`config.mk`:
```
export PLATFORM = sky130hd
export DESIGN_NAME = vslerp_div
export DESIGN_NICKNAME = d
export VERILOG_FILES = /design/src/sv/vslerp_div.sv
export SDC_FILE = /design/constraint.sdc
export NUM_CORES = 2
export LEC_CHECK = 0
export BUFFER_PORTS_ARGS = -buffer_cell sky130_fd_sc_hd__buf_2
export CAP_MARGIN = 25
export CORE_MARGIN = 2
export CORE_UTILIZATION = 55
export DETAILED_ROUTE_END_ITERATION = 12
export GPL_TIMING_DRIVEN = 0
export MAX_ROUTING_LAYER = met4
export PLACE_DENSITY = 0.71
export SLEW_MARGIN = 20
export SYNTH_ARGS = -nofsm -noshare
export SYNTH_HDL_FRONTEND = slang
export SYNTH_SLANG_ARGS = --single-unit
```
`constraint.sdc`:
```
create_clock -name clk -period 5.15 [get_ports clk]
set_clock_uncertainty 0.15 [all_clocks]
set_input_delay 0.7725 -clock clk [delete_from_list [all_inputs] [get_ports clk]]
set_output_delay 0.7725 -clock clk [all_outputs]
set_load 0.01 [all_outputs]
```
`src/sv/vslerp_div.sv`:
```
// Pipelined restoring divider, one quotient bit per stage.
// Starts from a given partial remainder; no package items used.
`timescale 1ns / 1ps

module vslerp_div #(
  parameter int DW = 62,
  parameter int QW = 16,
  parameter int SW = 1
) (
  input  logic           clk,
  input  logic           rst,
  input  logic           en,
  input  logic           in_vld,
  input  logic [DW-1:0]  rem0,
  input  logic [QW-1:0]  num,
  input  logic [DW-1:0]  den,
  input  logic [SW-1:0]  in_side,
  output logic           out_vld,
  output logic [QW-1:0]  quo,
  output logic [SW-1:0]  out_side
);

  logic [QW-1:0] vld;
  logic [DW-1:0] rq [QW];
  logic [QW-1:0] nq [QW];
  logic [DW-1:0] dq [QW];
  logic [SW-1:0] sq [QW];
  logic [DW-1:0] ri [QW];
  logic [QW-1:0] ni [QW];
  logic [DW-1:0] di [QW];
  logic [SW-1:0] si [QW];
  logic [DW-1:0] rn [QW];
  logic [QW-1:0] nn [QW];

  always_comb begin
    ri[0] = rem0;
    ni[0] = num;
    di[0] = den;
    si[0] = in_side;
    for (int k = 1; k < QW; k++) begin
      ri[k] = rq[k-1];
      ni[k] = nq[k-1];
      di[k] = dq[k-1];
      si[k] = sq[k-1];
    end
  end

  // numerator bits shift out the top while quotient bits shift in below
  always_comb begin
    logic [DW:0] r2;
    for (int k = 0; k < QW; k++) begin
      r2 = {ri[k], ni[k][QW-1]};
      if (r2 >= {1'b0, di[k]}) begin
        rn[k] = DW'(r2 - {1'b0, di[k]});
        nn[k] = {ni[k][QW-2:0], 1'b1};
      end else begin
        rn[k] = r2[DW-1:0];
        nn[k] = {ni[k][QW-2:0], 1'b0};
      end
    end
  end

  always_ff @(posedge clk) begin
    if (rst) begin
      vld <= '0;
    end else if (en) begin
      vld <= {vld[QW-2:0], in_vld};
    end
  end

  always_ff @(posedge clk) begin
    if (en) begin
      for (int k = 0; k < QW; k++) begin
        rq[k] <= rn[k];
        nq[k] <= nn[k];
        dq[k] <= di[k];
        sq[k] <= si[k];
      end
    end
  end

  assign out_vld  = vld[QW-1];
  assign quo      = nq[QW-1];
  assign out_side = sq[QW-1];

endmodule

```
==> reports/results.tsv <==
metric	value	unit
Area after DPL	139600	um2
WL/cell	23.84	um
Critical Path RT	5.68	ns
clock root cell	clkbuf_16	
vias in the first global route	106748	
clock tree sinks	2148	
failing checks	negative setup slack	
CP Launch Type	primary input	
Arr. time, crit path	5.70	ns
Filler Cell Count	19316	
hold_ws	0.06202	ns
Hold Vio Cnt, Final	0	
P per Cell Area	652.1	nW/um2
Setup crit end kind	register	
Nets	14945	
number of port buffers	161	
actual slew at the worst max-slew pin	1.206	ns
number of flops mapped to enable cells by yosys	2132	
Mapped Nets	14411	
Finish-stage setup viols	3	
Worst Path Buf+Inv	3	
Leakage	61.28	nW
post-route antenna net violation count	0	
Min-Delay Path Class	primary input to register	
CP max-delay cell	clkbuf_1	
Clk pin slew, worst setup/hold paths	0.06	ns
Main synth FF type	edfxtp_1	
IO Pins	163	
CTS Buf Count	230	
status	finished with violations	
total negative slack	-0.04915	ns
TritonRoute pass-1 iters	8	
routability cong.	1.075	
Synth Instances	13244	
Syn Area/Cell	10.12	um2
Setup WS post-layout	-0.02746	ns
fraction of layout cells with a size suffix above 1	0.07833	
die area	247600	um2
kind of critical path	primary input to register	
sequential element share of the synthesized area	0.4801	
Tmin final	5.177	ns
Finished Core Util	0.6152	
Die Ht	497.6	um
Synth Register Bits	2148	
CP max stage delay	0.93	ns
most frequent cell after synthesis	edfxtp_1	
row count	181	
CTS tree	yes	
CTS max path bufs	3	
MaxCap Viol Count	0	
post-synthesis cell type count	84	
Via density	6.058	
area share of the largest cell type after synthesis	0.4777	
antenna violations before repair	13	
detailed router's first-iteration violation count	8194	
commonest cells in the netlist	2,132 x edfxtp_1, 1,462 x a21oi_1, 1,307 x inv_1, 1,030 x nand2_1, 1,007 x ha_1	
WL final	409.9	mm
Core Region	242800	um2
Synth area leaders	edfxtp_1 48%, ha_1 9.4%, a21oi_1 5.5%, inv_1 3.7%, xnor2_1 3.3%	
post-layout instance area	149400	um2
later-pin clock latency in the skew report	0.92	ns
Total Routing Usage GR	0.3332	
first-pass GRT wire length	615.1	mm
Top Family by Delay on Critical Path	compound AO/OA/AOI/OAI gates	
VDD IR-drop max	0.3923	mV
Syn. warnings	0	
Slew headroom	0.1958	
crit share post-route	1.005	
H-tree depth	4	
grt total ovfl	0	
critical-path cell list	buf_2 > inv_1 > ha_1 > nor2b_1 > o21ai_0 > a21boi_0 > or4_1 > nand3_1 > a211o_1 > a21oi_1 > o31ai_1 > o21ai_4 > clkbuf_1 > o21ai_0 > o21a_1	
initial core utilization	0.5520	
cell taking the most area after synthesis	edfxtp_1	
Die Wd	497.6	um
routed vias	104184	
asr flop ratio synth	0	
Crit path top cell by count	o21ai_0	
Slew Viols, Final	0	
achievable clock frequency	193.1	MHz
residual DRC count	0	
Final HPWL DP	325.6	mm
synthesized cell area	134000	um2
Area growth syn-to-layout	11.45	%
CP max FO	10	
pin count of the biggest net entering global routing	158	
-- cells by family after synthesis --
group,count (synthesis),synth area share
fa+ha+maj,1022,0.09626
mux,347,0.02880
flops,2148,0.4801
xor+xnor,859,0.05614
buf+inv,1835,0.05211
compound gates,3942,0.1795
simple gates,3091,0.1070
-- path summary, 6_finish.rpt --
kind	from	end	slack, ns	cells past startpoint
hold / removal	rem0[60]	rq[0][61]	0.06	2
setup / recovery	den[1]	rq[0][3]	-0.03	15
hold reg to reg	nq[0][73]	nq[0][90]	0.26	0
setup reg to reg	nq[1][63]	rq[1][297]	-0.01	17
-- what timing repair did --
action,CTS,global route
hold buffers,87,0
buffers inserted,13,4
gates cloned,0,0
endpoints found under the hold margin,88,0
resized for setup,134,88
endpoints found under the setup margin,854,531
pin swaps,9,7
-- final cells by class --
type	count	area (um2)	share of cell area
Buffer	526	2236	0.01497
Clock inverter	167	2014	0.01349
Sequential cell	2148	64340	0.4308
Inverter	1307	4910	0.03287
Clock buffer	267	5914	0.03960
Tap cell	3202	4006	0.02682
Timing Repair Buffer	304	2495	0.01670
Antenna cell	16	40.04	0.0002681
Multi-Input combinational cell	9261	63400	0.4245
-- metal layers --
layer / part of all wire / wire length [um] / track usage
met5: 0 / 0 / -
met4: 0.11 / 45000 / 0.2929
met3: 0.038 / 15620 / 0.03062
met2: 0.53 / 218000 / 0.6229
met1: 0.32 / 131300 / 0.2973
-- registers in the layout, summed over array words and instances (netlist names) --
signal / flops
vld: 16
sq: 16
rq: 930
nq: 256
dq: 930
-- power breakdown --
part / total [mW] / switching (mW) / internal, mW / leakage [nW]
sequential: 29.1 / 2.80 / 26.3 / 21.0
clock: 17.2 / 7.25 / 9.91 / 3.80
combinational: 51.1 / 31.9 / 19.3 / 36.5
-- through the flow --
step	std cells	setup WS, ns	power (mW)
2_1_floorplan	13244	1.103	62.98
3_3_place_gp	16607	-28.66	78.23
3_5_place_dp	16646	-1.961	78.27
4_1_cts	17178	0.001613	96.27
5_1_grt	17196	-0.02511	102.9
6_report	17198	-0.02746	97.40
-- cell usage in the layout, fill, tap and decap left out, types with 105 or more instances in the layout --
cell type	n
nor3_1	138
a31oi_1	117
edfxtp_1	2132
o21ai_0	874
nand4_1	329
mux2_2	250
inv_1	1306
xnor2_1	512
nand2_1	1029
buf_2	180
o21bai_1	237
nor2b_1	105
xor2_1	347
clkbuf_1	456
nand3_1	167
clkbuf_16	230
nor2_1	878
a21oi_1	1447
ha_1	1007
a21o_1	546
-- worst register-to-register path, stage by stage (launching register included) --
cell      delay, ns
edfxtp_1       0.71
inv_1          0.18
ha_1           0.23
nand2b_1       0.17
a211oi_2       0.39
o211ai_1       0.26
a211oi_2       0.35
nor3_4         0.13
o31ai_4        0.32
buf_2          0.25
a21oi_1        0.20
o21bai_2       0.27
a31oi_2        0.14
buf_6          0.19
clkbuf_4       0.26
clkbuf_2       0.28
nand2_1        0.13
o21ai_0        0.21
Power figures use the tool's default switching activity.
