## config.mk

```make
export PLATFORM = sky130hd
export DESIGN_NAME = vslerp_sqrt
export DESIGN_NICKNAME = d
export VERILOG_FILES = /design/src/sv/vslerp_sqrt.sv
export SDC_FILE = /design/constraint.sdc
export NUM_CORES = 2
export LEC_CHECK = 0
export BUFFER_PORTS_ARGS = -buffer_cell sky130_fd_sc_hd__buf_4
export CAP_MARGIN = 20
export CORE_MARGIN = 1
export CORE_UTILIZATION = 60
export CTS_CLUSTER_DIAMETER = 120
export CTS_CLUSTER_SIZE = 28
export DETAILED_ROUTE_END_ITERATION = 12
export HOLD_SLACK_MARGIN = 0.1
export PLACE_DENSITY = 0.76
export REMOVE_ABC_BUFFERS = 1
export SYNTH_ARGS = -nofsm -noshare
export SYNTH_HDL_FRONTEND = slang
export SYNTH_SLANG_ARGS = --single-unit
export TNS_END_PERCENT = 100
```

## constraint.sdc

```tcl
create_clock -name clk -period 10.72 [get_ports clk]
set_input_delay 1.608 -clock clk [delete_from_list [all_inputs] [get_ports clk]]
set_output_delay 1.608 -clock clk [all_outputs]
set_load 0.05 [all_outputs]
```

## src/sv/vslerp_sqrt.sv

```systemverilog
// Pipelined floor square root, one result bit per stage.
// Uses no package items; side payload travels with each item.
`timescale 1ns / 1ps

module vslerp_sqrt #(
  parameter int W  = 62,
  parameter int SW = 1
) (
  input  logic             clk,
  input  logic             rst,
  input  logic             en,
  input  logic             in_vld,
  input  logic [W-1:0]     rad,
  input  logic [SW-1:0]    in_side,
  output logic             out_vld,
  output logic [W/2-1:0]   root,
  output logic [SW-1:0]    out_side
);

  localparam int N = W / 2;

  logic [N-1:0]  vld;
  logic [W-1:0]  rq [N];
  logic [W-1:0]  sq [N];
  logic [SW-1:0] dq [N];
  logic [W-1:0]  ri [N];
  logic [W-1:0]  si [N];
  logic [SW-1:0] di [N];
  logic [W-1:0]  rn [N];
  logic [W-1:0]  sn [N];

  always_comb begin
    ri[0] = rad;
    si[0] = '0;
    di[0] = in_side;
    for (int k = 1; k < N; k++) begin
      ri[k] = rq[k-1];
      si[k] = sq[k-1];
      di[k] = dq[k-1];
    end
  end

  always_comb begin
    logic [W-1:0] bitv;
    logic [W-1:0] trial;
    for (int k = 0; k < N; k++) begin
      bitv  = {{(W-1){1'b0}}, 1'b1} << (W - 2 - 2 * k);
      trial = si[k] + bitv;
      if (ri[k] >= trial) begin
        rn[k] = ri[k] - trial;
        sn[k] = (si[k] >> 1) + bitv;
      end else begin
        rn[k] = ri[k];
        sn[k] = si[k] >> 1;
      end
    end
  end

  always_ff @(posedge clk) begin
    if (rst) begin
      vld <= '0;
    end else if (en) begin
      vld <= {vld[N-2:0], in_vld};
    end
  end

  always_ff @(posedge clk) begin
    if (en) begin
      for (int k = 0; k < N; k++) begin
        rq[k] <= rn[k];
        sq[k] <= sn[k];
        dq[k] <= di[k];
      end
    end
  end

  assign out_vld  = vld[N-1];
  assign root     = sq[N-1][N-1:0];
  assign out_side = dq[N-1];

endmodule

```

==> impl_metrics.toml <==
[power_and_ir_drop]
internal_power_mw = 15.9
power_switching_mw = 7.15
combPwrFrac_pct = 24.8
peakVddDrop_uv = 172
leakagePower_nw = 45.0
power_per_cell_area_mw_per_mm2 = 189
clkPwrFrac_pct = 19.1
power_frac_seq_pct = 56.0
sw_frac_of_total_pct = 31.1

[timing]
grt_setup_unrepaired = "false"
slew_headroom_pct = 21.3
slew_viol_final = 0
fin_tns_setup_ns = 0
min_period_ns = 4.63
fin_skew_ns = 0.0586
tightest_slew_ns = 1.17
fmax_mhz = 216
fin_crit_sh_pct = 43.2
hold_viol = 0
setup_viol = 0

[die]
rows = 160
die_width_um = 440
start_util_pct = 60.5
die_h_um = 440
die-area_mm2 = 0.194
core_mm2 = 0.190
ios = 100

[layout]
finish.instance_area_mm2 = 0.122
syn_to_final_growth_pct = 5.62
layout_commonest_cell = "edfxtp_1"
layout_common_cells = "edfxtp_1 (2,387), inv_1 (649), nor2_1 (630)"
fin_nets = 9804
drive_gt1_share_pct = 4.83
post-route-util_pct = 63.9

[logic_synthesis]
seq_area_frac_synth_pct = 62.8
async_reset_ff_share_pct = 0
yosysWarnings = 0
yosys.area.top_type = "edfxtp_1"
yosys_most_used_dff = "edfxtp_1"
synth_cell_types = 89
synth-seq-cells = 2418
netlist_instances = 9156
netlist_area_mm2 = 0.115
yosys-top-cells-area = "edfxtp_1 (62%), ha_1 (5.7%), xnor2_1 (3.4%), xor2_1 (2.9%), a21oi_1 (2.4%)"
postSynthAreaPerCell_um2 = 12.6
synth_top_cell_area_share_pct = 62.3
synth_edf_count = 2387

[worst_setup_path]
end_kind = "flop"
start_kind = "flop"
r2r_slack_ns = 6.09
reg2reg_depth = 9
crit_type = "reg2reg"
r2r_start = "rq[0][661]"
r2r_end = "rq[0][742]"
crit_arrival_ns = 5.18
path_max_fanout = 28
required_ns = 11.27

[detailed_routing]
wl_per_cell_um = 22.8
vias = 72600
wirelength_um = 267000
viasPerCell = 6.18
routed.top_layer = "met5"
dr.pass1.iters = 7
drc_errors = 0
wl_met1_um = 119000
drt_iter0_markers = 6944
met2WireLength_um = 127000
met3WireLength_um = 17100
ant_nets = 0

[clocking]
cts_sinks = 2418
clk-insertion-delay-late_ns = 0.80
hold_buffers = 0
cts_resized = 0
path_clk_slew_ns = 0.11
clockBufferDepth = 3
cts_tree = "done"
post_cts_buffers = 0
htreeDepth = 3
cts_root_buffer = "clkbuf_16"
numCtsBuffers = 96

[global_routing]
antenna_found_initial = 12
grt_pass1_wl_um = 407000
grt_pass1_vias = 69400
gr-total-overflow = 0
grt_max_degree = 195
grt_usage_pct = 27.2

[hold_path]
min_to = "dq[1][10]"
holdPathStages = 0
hold_class = "reg2reg"
worstHoldStart = "dq[1][9]"

[placement]
portBuffers = 99
placedInstanceArea_mm2 = 0.119
dp_hpwl_um = 201000
finalWeightedCongestion = 0.957

[job]
maxCapViolations = 0

[status]
status = "finished, final reports clean"
routing by layer:
| metal | track usage (%) | vias up |
|---|---|---|
| met5 | 0 | - |
| met4 | 4.31 | 2 |
| met3 | 3.61 | 234 |
| met2 | 44.5 | 2170 |
| met1 | 39.6 | 36100 |
| li1 | - | 34100 |
stage by stage:
stage / hold slack [ns] / instances / setup slack [ns] / power, mW
3_3_place_gp: 0.402 / 11600 / 6.10 / 18.6
6_report: 0.423 / 11700 / 6.09 / 23.0
3_5_place_dp: 0.405 / 11600 / 6.10 / 18.7
5_1_grt: 0.420 / 11700 / 5.65 / 24.1
4_1_cts: 0.424 / 11700 / 6.08 / 23.1
2_1_floorplan: 0.400 / 8951 / 4.22 / 16.7
power groups by stage:
stage,sequential [mW],clock (mW),combinational (mW)
floorplan,12.7,0,4.03
global placement,13.1,0,5.50
detailed placement,13.1,0,5.58
CTS,12.9,4.52,5.62
global route,13.0,4.80,6.26
finish,12.9,4.41,5.72
sequential cells by signal (all words and copies together), names as in the netlist:
register	flops
dq	31
vld	31
rq	1860
sq	496
area by class of cell:
class / instances / area, um^2
antenna: 6 / 15.0
clock buffer: 104 / 2430
clock inverter: 10 / 185
fill: 14300 / 68800
inverter: 651 / 2440
multi-input combinational: 5882 / 39700
sequential: 2418 / 72300
tap: 2511 / 3140
timing repair buffer: 163 / 1360
worst max path at each step:
stage | from | end | slack, ns
6_report | rq[0][661] | rq[0][742] | 6.09
5_1_grt | rq[0][661] | rq[0][739] | 5.65
4_1_cts | rq[1][448] | rq[1][512] | 6.08
3_5_place_dp | rq[1][448] | rq[1][512] | 6.10
3_3_place_gp | rq[1][448] | rq[1][512] | 6.10
2_1_floorplan | rq[1][513] | rq[1][604] | 4.22
cell families (layout without fill, tap and decap cells):
kind of cell	Yosys count	in the layout	synth area share (%)
buffers and inverters	856	928	2.83
AOI/OAI and AO/OA	1723	1723	9.31
xor gates and xnor gates	832	832	6.33
and+or+nand+nor	2696	2696	12.0
adders and majority gates	525	525	5.71
DFF	2418	2418	62.8
other	0	6	0
muxes	106	106	0.994
critical path, stage by stage, from the launching register on:
cell	delay [ns]
edfxtp_1	0.43
ha_1	0.37
nor4bb_1	0.75
nand4_1	0.40
o41ai_1	0.47
or4_1	0.16
a221o_1	0.74
nor4b_1	0.73
nand3b_1	0.17
xnor2_1	0.15
synthesized netlist by cell type (31+ instances only):
| cell type | number |
|---|---|
| a211oi_1 | 55 |
| a21o_1 | 223 |
| a21oi_1 | 549 |
| a31oi_1 | 46 |
| and3_1 | 45 |
| clkbuf_1 | 183 |
| dfxtp_1 | 31 |
| edfxtp_1 | 2387 |
| ha_1 | 525 |
| inv_1 | 649 |
| mux2_2 | 67 |
| mux2i_1 | 39 |
| nand2_1 | 602 |
| nand2b_1 | 104 |
| nand3_1 | 152 |
| nand3b_1 | 42 |
| nand4_1 | 150 |
| nor2_1 | 630 |
| nor2b_1 | 62 |
| nor3_1 | 231 |
| nor4_1 | 315 |
| nor4b_1 | 49 |
| o211ai_1 | 42 |
| o21a_1 | 65 |
| o21ai_0 | 429 |
| o21bai_1 | 46 |
| o31ai_1 | 46 |
| or2_2 | 47 |
| or3_1 | 77 |
| or4_1 | 53 |
| xnor2_1 | 445 |
| xor2_1 | 387 |
(Power assumes the default switching activity.)
