===== config.mk =====
export PLATFORM = sky130hd
export DESIGN_NAME = vslerp_cordic
export DESIGN_NICKNAME = d
export VERILOG_FILES = /design/src/sv/vslerp_pkg.sv /design/src/sv/vslerp_cordic.sv
export SDC_FILE = /design/constraint.sdc
export NUM_CORES = 2
export LEC_CHECK = 0
export BUFFER_PORTS_ARGS = -buffer_cell sky130_fd_sc_hd__buf_2
export CAP_MARGIN = 25
export CORE_MARGIN = 2
export CORE_UTILIZATION = 35
export CTS_CLUSTER_DIAMETER = 50
export CTS_CLUSTER_SIZE = 8
export DETAILED_ROUTE_END_ITERATION = 10
export GPL_TIMING_DRIVEN = 0
export PLACE_DENSITY = 0.56
export SETUP_SLACK_MARGIN = 0.05
export SYNTH_ARGS = -nofsm -noshare
export SYNTH_HDL_FRONTEND = slang
export SYNTH_SLANG_ARGS = --single-unit

===== constraint.sdc =====
create_clock -name clk -period 4.4 [get_ports clk]
set_input_delay 0.22 -clock clk [delete_from_list [all_inputs] [get_ports clk]]
set_output_delay 0.22 -clock clk [all_outputs]
set_load 0.02 [all_outputs]

===== src/sv/vslerp_pkg.sv =====
// Shared types and constants for the vector slerp pipeline.
// Holds the CORDIC arctangent table and the Q32 angle and gain constants.
`timescale 1ns / 1ps

package vslerp_pkg;

  localparam int VW = 32;   // vector component width
  localparam int TW = 17;   // fraction width, Q1.16

  localparam logic [TW-1:0] T_ONE = 17'h10000;

  typedef logic signed [VW-1:0] comp_t;

  typedef struct packed {
    comp_t [2:0]     a;
    comp_t [2:0]     b;
    logic [TW-1:0]   t;
    logic            deg;
  } item_t;

  // atan(2^-i) in Q32
  localparam logic [63:0] ATAN_Q32 [32] = '{
    64'd3373259426, 64'd1991351318, 64'd1052175346, 64'd534100635, 64'd268086748,
    64'd134174063, 64'd67103403, 64'd33553749, 64'd16777131, 64'd8388597,
    64'd4194303, 64'd2097152, 64'd1048576, 64'd524288, 64'd262144, 64'd131072,
    64'd65536, 64'd32768, 64'd16384, 64'd8192, 64'd4096, 64'd2048, 64'd1024,
    64'd512, 64'd256, 64'd128, 64'd64, 64'd32, 64'd16, 64'd8, 64'd4, 64'd2
  };

  localparam logic [63:0] HALF_PI_Q32 = 64'd6746518852;
  localparam logic [63:0] PI_Q32      = 64'd13493037705;
  localparam logic [63:0] GAIN_Q32    = 64'd2608131496;

  // Q32 to Q(fb), rounded half up
  function automatic logic [63:0] q32_to_f(logic [63:0] v, int fb);
    q32_to_f = (v + (64'd1 << (31 - fb))) >> (32 - fb);
  endfunction

endpackage


===== src/sv/vslerp_cordic.sv =====
// Pipelined CORDIC, one micro-rotation per stage, vectoring or rotation.
// Depends on vslerp_pkg for the arctangent table.
`timescale 1ns / 1ps

module vslerp_cordic
  import vslerp_pkg::*;
#(
  parameter int XW   = 20,
  parameter int N    = 20,
  parameter int FB   = 16,
  parameter bit VECT = 1'b0,
  parameter int SW   = 1
) (
  input  logic                  clk,
  input  logic                  rst,
  input  logic                  en,
  input  logic                  in_vld,
  input  logic signed [XW-1:0]  x_in,
  input  logic signed [XW-1:0]  y_in,
  input  logic signed [XW-1:0]  z_in,
  input  logic [SW-1:0]         in_side,
  output logic                  out_vld,
  output logic signed [XW-1:0]  x_out,
  output logic signed [XW-1:0]  y_out,
  output logic signed [XW-1:0]  z_out,
  output logic [SW-1:0]         out_side
);

  logic [N-1:0]         vld;
  logic signed [XW-1:0] xq [N];
  logic signed [XW-1:0] yq [N];
  logic signed [XW-1:0] zq [N];
  logic [SW-1:0]        sq [N];
  logic signed [XW-1:0] xi [N];
  logic signed [XW-1:0] yi [N];
  logic signed [XW-1:0] zi [N];
  logic [SW-1:0]        si [N];
  logic signed [XW-1:0] xn [N];
  logic signed [XW-1:0] yn [N];
  logic signed [XW-1:0] zn [N];

  always_comb begin
    xi[0] = x_in;
    yi[0] = y_in;
    zi[0] = z_in;
    si[0] = in_side;
    for (int k = 1; k < N; k++) begin
      xi[k] = xq[k-1];
      yi[k] = yq[k-1];
      zi[k] = zq[k-1];
      si[k] = sq[k-1];
    end
  end

  // vectoring drives y to zero, rotation drives z to zero
  always_comb begin
    logic signed [XW-1:0] ang;
    logic signed [XW-1:0] dx;
    logic signed [XW-1:0] dy;
    logic                 rot;
    for (int k = 0; k < N; k++) begin
      ang = XW'(q32_to_f(ATAN_Q32[k], FB));
      dx  = yi[k] >>> k;
      dy  = xi[k] >>> k;
      rot = VECT ? (yi[k] > 0) : zi[k][XW-1];
      if (rot) begin
        xn[k] = xi[k] + dx;
        yn[k] = yi[k] - dy;
        zn[k] = zi[k] + ang;
      end else begin
        xn[k] = xi[k] - dx;
        yn[k] = yi[k] + dy;
        zn[k] = zi[k] - ang;
      end
    end
  end

  always_ff @(posedge clk) begin
    if (rst) begin
      vld <= '0;
    end else if (en) begin
      vld <= {vld[N-2:0], in_vld};
    end
  end

  always_ff @(posedge clk) begin
    if (en) begin
      for (int k = 0; k < N; k++) begin
        xq[k] <= xn[k];
        yq[k] <= yn[k];
        zq[k] <= zn[k];
        sq[k] <= si[k];
      end
    end
  end

  assign out_vld  = vld[N-1];
  assign x_out    = xq[N-1];
  assign y_out    = yq[N-1];
  assign z_out    = zq[N-1];
  assign out_side = sq[N-1];

endmodule


==> impl_results.md <==
* Dpl hpwl at 168 mm
* CTS Sinks at 1239
* RSZ-0062 raised after global routing: false
* Die width at 521 µm
* Layout Utilization at 0.400
* IO Pins at 127
* Die area at 272000 µm²
* Fraction of registers with async set/reset at 0
* Hold Vio Cnt, Final at 0
* Post-synthesis mux area share at 0.0137
* Hold Slack at between 70 and 80 ps
* Worst hold path class: input port to register
* Row cnt at 189
* XOR/XNOR Fraction of Synth Area at 0.109
* Routed WL at 218 mm
* Most frequent cells in the layout: edfxtp_1 (1219), ha_1 (1129), a21oi_1 (902)
* Final setup vio count at 0
* Final Skew at 74.0 ps
* Fin crit period at 4120 ps
* Largest family of logic cells by synthesized area: compound AO/OA/AOI/OAI gates
* Status: finished, final reports clean
* GR Overflow Total at 0
* Largest net degree at the start of global routing at 170
* GRT met2 Usage at 0.290
* Area of the multi-input gates at about 54000 µm²
* R2R Path Start: yq[2][51]
* Max Transition Viols Final at 0
* Nets at 10.9k
* RD Place Congestion at 0.870
* CTS tree: yes
* Max Clock Freq at 243 MHz
* Mapped Cells at between 9k and 10k
* DRC viols at 0
* Register area share after synthesis at 0.395
* Synthesized area per cell at 10.2 µm²
* Core Area at 266000 µm²
* Setup crit end kind: register
* Share of layout cells above drive strength 1 at 0.0660
* Setup crit start kind: register
* Post-Syn Area at approximately 94000 µm²
* Iteration-0 DRC count of the detailed router at 3494
* DR pass1 iterations at 6
* DR WL/cell at 16.4 µm
* Area growth syn-to-layout at 13.4%
* H-tree level count at 4
* Main flop type after synthesis: edfxtp_1
* Fillers at 25.6k
* CTS buffer count at approximately 210
* PortBufs at roughly 130
* Drt via density at 5.22
* Worst slew pin tran at 1080 ps
* Worst R2R Setup Slack at 280 ps
* Initial antenna violation count at 2
* Synth top area share at 0.391
* Final std cells w/o fill at ~13k
* GR Util met1 at 0.186
* Crit-path max FO at 6
* Worst setup path category: register to register
* Global Route Usage Sum at 0.157
* CP Data Required Time at approximately 5000 ps
* Max_cap viols at 0
* Complex-gate fraction of the synthesized area at 0.177
* Post-synthesis simple-gate area fraction at 0.113
* Post-Synth Adder-Cell Area at 0.164
* Fin crit share at 0.936
* Clock Latency Late Sink at 870 ps
* CTS Root Cell: clkbuf_16
* Routed vias at 69.2k
* Reg clk slew, reported paths at 50 ps
* Dpl cells at 12.9k
* Vias in the first global route at 69.8k
* Grt peak-use layer: met2
* CP arrival at 4670 ps
* Top post-synthesis cells by area: edfxtp_1 (39%), ha_1 (15%), xnor2_1 (7.4%), a21oi_1 (4.8%), xor2_1 (3.5%)
* Syn nets at between 10k and 15k
* Hold Startpoint: en
* First-pass GRT wire length at 356 mm
* Register area at 37000 µm²
* Die H at 521 µm
* Area leader, netlist: edfxtp_1
* Initial Util at 0.353
* Relative slew slack at 0.280
* Critical path launch point: yq[2][51]
* Met3 Usage GRT at 0.0209
* Clock Path Buffers at 4
* Yosys cell types at 85
* Yosys warns at 0
* Commonest non-fill, non-tap cell in the layout: edfxtp_1
* Post-synth EDFFs at 1219
* #FFs+latches synth at 1239
* Post-route ant nets at 0
-- cell type report --
type                       count  area share
timing repair buffer         206      0.0147
sequential                  1239       0.348
clock buffer                 250      0.0526
buffer                       110     0.00428
timing repair inverter         1   0.0000471
multi-input combinational   7281       0.512
antenna                        1   0.0000236
tap                         3533      0.0416
clock inverter                65     0.00607
inverter                     570      0.0203
-- path summary, 6_finish.rpt --
kind,cells after the start,end
worst max register to register,15,xq[2][79]
worst min-delay path,2,yq[4][10]
worst min register to register,0,zq[3][22]
worst max-delay path,15,xq[2][79]
-- per-stage QoR --
step	instance area, µm²	setup TNS, ps	setup slack (ps)
final	106000	0	280
after global routing	106000	0	50.8
after detailed placement	99000	-29640	-696
after CTS	106000	0	56.7
after floorplan	93700	0	600
after global placement	98700	-	-16600
-- critical path: stages, from the launching register on --
cell       delay [ps]
edfxtp_1          450
inv_1              90
ha_1              190
nand3b_1          100
or4_1             440
clkbuf_2          170
ha_1              280
mux2i_1           140
ha_2              330
a21o_1            180
a31o_2            280
o41ai_4           420
o2111ai_2         210
a31o_2            270
a21oi_1           180
xnor2_1           110
-- flip-flops by register name, indices dropped and copies added (netlist names) --
register  flops
sq           20
vld          20
yq          400
xq          399
zq          400
-- what timing repair did --
item	CTS	global route
hold buffers	39	0
cloned	1	0
pin swaps	0	2
buffers inserted	17	8
hold endpoints to repair	125	0
resized for setup	42	66
endpoints found under the setup margin	114	69
-- cells by family after synthesis --
kind of cell / after synthesis
AO/OA/AOI/OAI: 2603
AND/OR/NAND/NOR: 2199
flip-flops: 1239
adder cells (fa/ha/maj): 1189
XOR/XNOR: 1167
buffers and inverters: 683
multiplexers: 123
-- metal layers --
metal  part of all wire  vias to the layer above
met3              0.037                      386
met1               0.43                    32597
met5                  0                        -
li1                   -                    35000
met2               0.50                     1203
met4              0.032                        0
-- cell usage after synthesis (45+ instances only) --
| cell | n |
|---|---|
| a211oi_1 | 110 |
| a21boi_0 | 47 |
| a21o_1 | 351 |
| a21oi_1 | 904 |
| a31oi_1 | 96 |
| and2_1 | 45 |
| and3_1 | 98 |
| clkbuf_1 | 96 |
| edfxtp_1 | 1219 |
| fa_1 | 59 |
| ha_1 | 1130 |
| inv_1 | 567 |
| mux2i_1 | 85 |
| nand2_1 | 364 |
| nand2b_1 | 96 |
| nand3_1 | 155 |
| nor2_1 | 758 |
| nor2b_1 | 142 |
| nor3_1 | 271 |
| o211ai_1 | 45 |
| o21a_1 | 116 |
| o21ai_0 | 410 |
| o21bai_1 | 147 |
| o31ai_1 | 72 |
| or3_1 | 66 |
| xnor2_1 | 793 |
| xor2_1 | 372 |
Power is left out: the tool's default activity adds up to more than one toggle a clock period on the data nets, which glitch-free logic cannot reach.
